==> config.mk <==
export PLATFORM = sky130hd
export DESIGN_NAME = adts_frame_sync_probe
export DESIGN_NICKNAME = d
export VERILOG_FILES = /design/src/afsp_pkg.sv /design/src/afsp_hdr_chk.sv /design/src/adts_frame_sync_probe.sv
export SDC_FILE = /design/constraint.sdc
export NUM_CORES = 1
export LEC_CHECK = 0
export BUFFER_PORTS_ARGS = -buffer_cell sky130_fd_sc_hd__buf_2
export CAP_MARGIN = 20
export CORE_UTILIZATION = 60
export DETAILED_ROUTE_END_ITERATION = 12
export PLACE_DENSITY = 0.8
export SLEW_MARGIN = 5
export SYNTH_ARGS = -nofsm -noshare
export SYNTH_HDL_FRONTEND = slang
export SYNTH_HIERARCHICAL = 1
export SYNTH_SLANG_ARGS = --single-unit
==> constraint.sdc <==
create_clock -name clk -period 6.85 [get_ports clk]
set_input_delay 0 -clock clk [delete_from_list [all_inputs] [get_ports clk]]
set_output_delay 0 -clock clk [all_outputs]
set_load 0.03 [all_outputs]
==> src/afsp_pkg.sv <==
// Shared types, constants and the sample rate table for the ADTS sync probe.
package afsp_pkg;

  localparam logic [7:0]  SYNC_BYTE         = 8'hFF;
  localparam logic [7:0]  SYNC_MASK         = 8'hF6;
  localparam logic [7:0]  SYNC_MATCH        = 8'hF0;
  localparam logic [3:0]  RATE_IDX_MAX      = 4'd11;
  localparam logic [2:0]  HDR_LAST          = 3'd6;
  localparam logic [2:0]  HDR_STORED        = 3'd5;
  localparam logic [12:0] HDR_LEN           = 13'd8;
  localparam logic [16:0] CONSUMED_MAX      = 17'h1FFFF;
  localparam logic [15:0] PROBE_LIMIT_RST   = 16'd32768;
  localparam logic [3:0]  FRAMES_NEEDED_RST = 4'd8;

  typedef enum logic [1:0] {
    PH_HUNT    = 2'd0,
    PH_COLLECT = 2'd1,
    PH_SKIP    = 2'd2
  } phase_t;

  typedef enum logic [0:0] {
    CFG_PROBE_LIMIT   = 1'b0,
    CFG_FRAMES_NEEDED = 1'b1
  } cfg_reg_t;

  typedef struct packed {
    logic [7:0] data_byte;
    logic       end_of_data;
  } in_t;

  typedef struct packed {
    logic        found;
    logic [3:0]  frames_seen;
    logic [16:0] sample_rate_hz;
  } out_t;

  // Decoded view of one collected header
  typedef struct packed {
    logic        ok;
    logic [16:0] rate_hz;
    logic [12:0] frame_len;
  } hdr_info_t;

  function automatic logic [16:0] rate_lookup(input logic [3:0] idx);
    logic [16:0] r;
    unique case (idx)
      4'd0:    r = 17'd96000;
      4'd1:    r = 17'd88200;
      4'd2:    r = 17'd64000;
      4'd3:    r = 17'd48000;
      4'd4:    r = 17'd44100;
      4'd5:    r = 17'd32000;
      4'd6:    r = 17'd24000;
      4'd7:    r = 17'd22050;
      4'd8:    r = 17'd16000;
      4'd9:    r = 17'd12000;
      4'd10:   r = 17'd11025;
      4'd11:   r = 17'd8000;
      default: r = 17'd0;
    endcase
    return r;
  endfunction

endpackage

==> src/afsp_hdr_chk.sv <==
// Header decode: sync nibble, rate index and 13-bit frame length checks.
module afsp_hdr_chk (
  input  logic [4:0][7:0]        hdr_bytes,
  output afsp_pkg::hdr_info_t    hdr_info
);

  logic       sync_ok;
  logic [3:0] rate_idx;
  logic       rate_ok;
  logic [12:0] frame_len;

  assign sync_ok   = (hdr_bytes[0] & afsp_pkg::SYNC_MASK) == afsp_pkg::SYNC_MATCH;
  assign rate_idx  = hdr_bytes[1][5:2];
  assign rate_ok   = rate_idx <= afsp_pkg::RATE_IDX_MAX;
  assign frame_len = {hdr_bytes[2][1:0], hdr_bytes[3], hdr_bytes[4][7:5]};

  assign hdr_info.ok        = sync_ok && rate_ok && (frame_len != 13'd0);
  assign hdr_info.rate_hz   = afsp_pkg::rate_lookup(rate_idx);
  assign hdr_info.frame_len = frame_len;

endmodule

==> src/adts_frame_sync_probe.sv <==
// ADTS frame sync probe: top level with input stage, probe state and result register.
//
// Usage: stream file bytes on the in_ channel, one word per byte; a word with
// end_of_data set carries no byte and closes the probe. The probe hunts for 0xFF,
// collects the seven header bytes after it, checks sync, rate index and frame
// length, and skips the rest of each valid frame. It emits one out_ word when
// frames_needed headers are counted (found=1), when the byte budget probe_limit
// is exceeded while hunting or at a header or frame end, or at end of data
// (found=0), then starts over. Most bytes produce no result.
// Path: the byte that decides a result passes the input stage register and then
// the result register before the result word is valid on out_.
// Throughput: one byte per cycle unless a result stalls; the state update
// between the input stage and the result register is combinational.
// Stall: while an undelivered result sits in the output register and out_ready
// is low, the input stage holds one byte and in_ready drops once it is full.
// Config: cfg_ writes are always accepted; write only while the probe is idle.
// Reset: probe_limit=32768, frames_needed=8, probe state cleared, no result.
module adts_frame_sync_probe (
  input  logic                clk,
  input  logic                rst_n,
  input  logic                in_valid,
  output logic                in_ready,
  input  afsp_pkg::in_t       in_data,
  output logic                out_valid,
  input  logic                out_ready,
  output afsp_pkg::out_t      out_data,
  input  logic                cfg_valid,
  output logic                cfg_ready,
  input  logic [0:0]          cfg_index,
  input  logic [15:0]         cfg_data
);

  // configuration
  logic [15:0] probe_limit_r;
  logic [3:0]  frames_needed_r;

  // input stage
  logic          s_valid_r;
  afsp_pkg::in_t s_data_r;

  // probe state
  afsp_pkg::phase_t phase_r, phase_nxt;
  logic [16:0]      cnt_r, cnt_nxt;
  logic [4:0][7:0]  hb_r, hb_nxt;
  logic [2:0]       hidx_r, hidx_nxt;
  logic [12:0]      skip_r, skip_nxt;
  logic [3:0]       fc_r, fc_nxt;
  logic [16:0]      rate_r, rate_nxt;

  // result register
  logic           out_valid_r;
  afsp_pkg::out_t out_data_r, out_data_nxt;

  afsp_pkg::hdr_info_t hdr;

  logic        go;
  logic [7:0]  b;
  logic        eod;
  logic        is_sync;
  logic [16:0] cnt_inc;
  logic        over;
  logic        hdr_done;
  logic [3:0]  fc_inc;
  logic [3:0]  need;
  logic        hit;
  logic        fl_long;
  logic        skip_end;
  logic        hdr_take;
  logic        emit;
  logic        emit_found;

  afsp_hdr_chk u_hdr_chk (
    .hdr_bytes (hb_r),
    .hdr_info  (hdr)
  );

  // a byte is processed whenever the result register can take a word
  assign go       = s_valid_r && (!out_valid_r || out_ready);
  assign in_ready = !s_valid_r || go;
  assign cfg_ready = 1'b1;

  assign b        = s_data_r.data_byte;
  assign eod      = s_data_r.end_of_data;
  assign is_sync  = b == afsp_pkg::SYNC_BYTE;
  assign cnt_inc  = (cnt_r == afsp_pkg::CONSUMED_MAX) ? cnt_r : cnt_r + 17'd1;
  assign over     = cnt_inc > {1'b0, probe_limit_r};
  assign hdr_done = hidx_r == afsp_pkg::HDR_LAST;
  assign fc_inc   = fc_r + 4'd1;
  assign need     = (frames_needed_r == 4'd0) ? 4'd1 : frames_needed_r;
  assign hit      = fc_inc >= need;
  assign fl_long  = hdr.frame_len > afsp_pkg::HDR_LEN;
  assign skip_end = skip_r <= 13'd1;
  assign hdr_take = !eod && (phase_r == afsp_pkg::PH_COLLECT) && hdr_done && hdr.ok;

  // result decision
  always_comb begin
    emit       = 1'b0;
    emit_found = 1'b0;
    if (eod) begin
      emit = 1'b1;
    end else begin
      unique case (phase_r)
        afsp_pkg::PH_HUNT: begin
          emit = !is_sync && over;
        end
        afsp_pkg::PH_COLLECT: begin
          if (hdr_done) begin
            priority if (!hdr.ok) begin
              emit = over;
            end else if (hit) begin
              emit       = 1'b1;
              emit_found = 1'b1;
            end else if (!fl_long) begin
              emit = over;
            end else begin
              emit = 1'b0;
            end
          end
        end
        afsp_pkg::PH_SKIP: begin
          if (skip_end) emit = over;
        end
        default: emit = 1'b0;
      endcase
    end
  end

  // next phase
  always_comb begin
    phase_nxt = phase_r;
    if (go) begin
      if (eod || emit) begin
        phase_nxt = afsp_pkg::PH_HUNT;
      end else begin
        unique case (phase_r)
          afsp_pkg::PH_HUNT: begin
            if (is_sync) phase_nxt = afsp_pkg::PH_COLLECT;
          end
          afsp_pkg::PH_COLLECT: begin
            if (hdr_done) begin
              phase_nxt = (hdr.ok && fl_long) ? afsp_pkg::PH_SKIP : afsp_pkg::PH_HUNT;
            end
          end
          afsp_pkg::PH_SKIP: begin
            if (skip_end) phase_nxt = afsp_pkg::PH_HUNT;
          end
          default: phase_nxt = afsp_pkg::PH_HUNT;
        endcase
      end
    end
  end

  // datapath and result word
  always_comb begin
    cnt_nxt  = cnt_r;
    hb_nxt   = hb_r;
    hidx_nxt = hidx_r;
    skip_nxt = skip_r;
    fc_nxt   = fc_r;
    rate_nxt = rate_r;

    out_data_nxt.found          = emit_found;
    out_data_nxt.frames_seen    = hdr_take ? fc_inc : fc_r;
    out_data_nxt.sample_rate_hz = hdr_take ? hdr.rate_hz : rate_r;

    if (go) begin
      if (eod || emit) begin
        cnt_nxt  = '0;
        hidx_nxt = '0;
        skip_nxt = '0;
        fc_nxt   = '0;
        rate_nxt = '0;
      end else begin
        cnt_nxt = cnt_inc;
        unique case (phase_r)
          afsp_pkg::PH_HUNT: begin
            if (is_sync) hidx_nxt = '0;
          end
          afsp_pkg::PH_COLLECT: begin
            if (hidx_r < afsp_pkg::HDR_STORED) hb_nxt[hidx_r] = b;
            hidx_nxt = hdr_done ? 3'd0 : hidx_r + 3'd1;
            if (hdr_take) begin
              fc_nxt   = fc_inc;
              rate_nxt = hdr.rate_hz;
              if (fl_long) skip_nxt = hdr.frame_len - afsp_pkg::HDR_LEN;
            end
          end
          afsp_pkg::PH_SKIP: begin
            if (skip_r != 13'd0) skip_nxt = skip_r - 13'd1;
          end
          default: ;
        endcase
      end
    end
  end

  always_ff @(posedge clk) begin
    if (!rst_n) begin
      probe_limit_r   <= afsp_pkg::PROBE_LIMIT_RST;
      frames_needed_r <= afsp_pkg::FRAMES_NEEDED_RST;
      s_valid_r       <= 1'b0;
      phase_r         <= afsp_pkg::PH_HUNT;
      cnt_r           <= '0;
      hidx_r          <= '0;
      skip_r          <= '0;
      fc_r            <= '0;
      rate_r          <= '0;
      out_valid_r     <= 1'b0;
    end else begin
      if (cfg_valid && cfg_ready) begin
        unique case (afsp_pkg::cfg_reg_t'(cfg_index))
          afsp_pkg::CFG_PROBE_LIMIT:   probe_limit_r   <= cfg_data;
          afsp_pkg::CFG_FRAMES_NEEDED: frames_needed_r <= cfg_data[3:0];
          default: ;
        endcase
      end
      if (in_valid && in_ready) begin
        s_valid_r <= 1'b1;
      end else if (go) begin
        s_valid_r <= 1'b0;
      end
      phase_r <= phase_nxt;
      cnt_r   <= cnt_nxt;
      hidx_r  <= hidx_nxt;
      skip_r  <= skip_nxt;
      fc_r    <= fc_nxt;
      rate_r  <= rate_nxt;
      if (go && emit) begin
        out_valid_r <= 1'b1;
      end else if (out_ready) begin
        out_valid_r <= 1'b0;
      end
    end
  end

  always_ff @(posedge clk) begin
    if (in_valid && in_ready) s_data_r <= in_data;
    hb_r <= hb_nxt;
    if (go && emit) out_data_r <= out_data_nxt;
  end

  assign out_valid = out_valid_r;
  assign out_data  = out_data_r;

`ifndef SYNTHESIS
  a_skip_nonzero: assert property (@(posedge clk) disable iff (!rst_n)
    phase_r == afsp_pkg::PH_SKIP |-> skip_r != 13'd0)
    else $error("skip phase with empty skip count");

  a_hidx_range: assert property (@(posedge clk) disable iff (!rst_n)
    phase_r == afsp_pkg::PH_COLLECT |-> hidx_r <= afsp_pkg::HDR_LAST)
    else $error("header index past last header byte");

  a_found_counts: assert property (@(posedge clk) disable iff (!rst_n)
    out_valid_r && out_data_r.found |-> out_data_r.frames_seen != 4'd0)
    else $error("found reported with no frames");

  a_restart: assert property (@(posedge clk) disable iff (!rst_n)
    go && emit |=> cnt_r == 17'd0 && fc_r == 4'd0 && phase_r == afsp_pkg::PH_HUNT)
    else $error("probe did not restart after a result");
`endif

endmodule
==> metrics <==
Antenna Violating Nets Remaining=0; Arr. time, crit path=around 5.7 ns; Post-DP HPWL=around 11000 microns; hold endpoint=b[4]$_DFFE_PP_; Reg2Reg Depth=14; DR WL/cell=18.2 microns; Layout Nets=863; worst-case clock buffer depth=2; worst hold margin=0.281 ns; register-to-register path setup slack=1.20 ns; Reg-to-Reg Start=cnt_r[4]$_SDFFE_PN0P_; Core Box Area=0.0114 sq mm; Final setup viols=0; RSZ-0062 raised after global routing=false; Cell Area, Synth=0.00698 sq mm; vias per cell=just over 6; Tcrit/Tclk final=82.4%; Tightest Pin Transition=1.02 ns; Buffers on Ports=between 50 and 60; number of max-slew violations in the final report=0; crit path time final=5.65 ns; yosys warns=6; maxcap violations=0; Total GRT Usage=31.3%; GP Congestion=0.869; Routed Wire Length=17500 microns; VDD IR max=approximately 320 uV; later-pin clock latency in the skew report=0.43 ns; worst clock skew=0.0104 ns; FF-to-FF End=hb_r[25]$_DFFE_PP_; # rows=39; fmax=between 0.15 and 0.2 GHz; TritonCTS clock tree=built; die width=110 microns; initial DRC count=503; fill cell count=779; share of layout cells above drive strength 1=15.0%; CP Launch Point=cnt_r[4]$_SDFFE_PN0P_; DR DRC count=0; critical-path maximum fanout=17; setup repair bufs after CTS=0; Layout area overhead=17.1%; global route overflow=0; Resize count post-CTS=0; Worst setup EP type=flip-flop; Die Y-Extent=110 microns; Root Buffer=clkbuf_16; CP startpoint kind=flip-flop; Cell Pwr Density=between 200 and 250 mW/mm^2; Clock transition at path regs=0.06 ns; setup TNS=0 ns; Mapped Cells=around 740; # IOs=between 50 and 60; HP Class=in -> reg; CP Data Required Time=6.90 ns; DR pass1 iterations=5; die area=0.0121 sq mm; first-pass GRT wire length=28000 microns; clk sinks=about 130; HP Start=in_data[5]; Lkg Pwr=~3.2 nW; Initial Utilization=61.4%; status=complete, no violations; Final Hold Fails=0; Num CTS Buffers=17; pin count of the biggest net entering global routing=30; Synth Net Count=797; vias in the first global route=5903; critical path type=reg -> reg; WHS Path Cells=2; Mapped Avg Cell Area=9.49 sq um; # H-tree levels=4; via count=5852; hold_buf cts=36; slew margin rel.=31.9%; initial antenna violation count=1
==> worst max-delay path: stages (launching register included) <==
cell	delay [ns]
dfxtp_1	0.46
and4_1	0.28
and4_1	0.31
nand4_2	0.24
and4_1	0.41
nand3_1	0.15
xnor2_1	0.15
ha_1	0.30
a211oi_2	0.23
nor2_1	0.07
a2111oi_1	0.53
o2111ai_2	0.29
a211oi_4	0.80
nand2_2	0.18
nor3_1	0.86
==> metrics by stage <==
stage                     power [W]  std cells  cell area (sq um)  util [%]  setup WS, ns
after floorplan            0.000941        736               6980         -          2.29
after global placement     0.000973        887               7190      63.2          1.57
after detailed placement   0.000977        887               7190      63.2          1.41
after CTS                   0.00189        955               8140      71.6          1.32
after global routing        0.00195        959               8170      71.9         0.841
final                       0.00190        959               8170      71.9          1.20
==> layout make-up <==
cell class | instances | area, sq um | share of cell area [%]
Multi-Input combinational cell | 482 | 3270 | 40.0
Antenna cell | 1 | 2.50 | 0.0306
Timing Repair Buffer | 95 | 676 | 8.27
Clock inverter | 14 | 160 | 1.96
Inverter | 74 | 278 | 3.40
Clock buffer | 18 | 429 | 5.25
Sequential cell | 132 | 3180 | 38.9
Tap cell | 143 | 179 | 2.19
==> flip-flops by register name, indices dropped and copies added, names as in the netlist <==
name / flops
hb_r: 23
out_data: 22
cnt_r: 17
rate_r: 17
probe_limit_r: 16
skip_r: 13
b: 8
fc_r: 4
frames_needed_r: 4
hidx_r: 3
phase_r: 2
eod: 1
out_valid: 1
s_valid_r: 1
==> layer usage <==
layer,share of wire [%],global-route usage (%)
met4,4.6,20.0
met5,0,0
met3,5.5,6.40
met2,50,53.6
met1,40,35.4
==> cells in the final DEF, fill, tap and decap left out, drive strengths merged, types with 13 or more instances in the layout <==
cell         count
buf             59
mux2i           18
nor2            38
ha              30
nand4           15
clkbuf          18
a31oi           14
inv             75
a21oi           42
edfxtp          54
nor3            16
nand3           29
nand2           89
dlygate4sd3     36
o21ai           15
o22ai           26
xor2            13
dfxtp           78
xnor2           20
==> worst max-delay path by stage <==
stage | endpoint | slack [ns] | cells past startpoint
finish | hb_r[25]$_DFFE_PP_ | 1.20 | 14
global route | hb_r[25]$_DFFE_PP_ | 0.84 | 14
CTS | hb_r[25]$_DFFE_PP_ | 1.32 | 14
detailed placement | hb_r[24]$_DFFE_PP_ | 1.41 | 14
global placement | hb_r[31]$_DFFE_PP_ | 1.57 | 14
floorplan | hb_r[24]$_DFFE_PP_ | 2.29 | 16
==> power breakdown <==
part           leakage [nW]  switching [W]  internal (W)  total [W]
Combinational          1.78      0.0000832     0.0000538   0.000137
Sequential             1.13      0.0000136      0.000834   0.000847
Clock                 0.289       0.000351      0.000568   0.000919
Note: power is estimated with default switching activity, not from simulation.
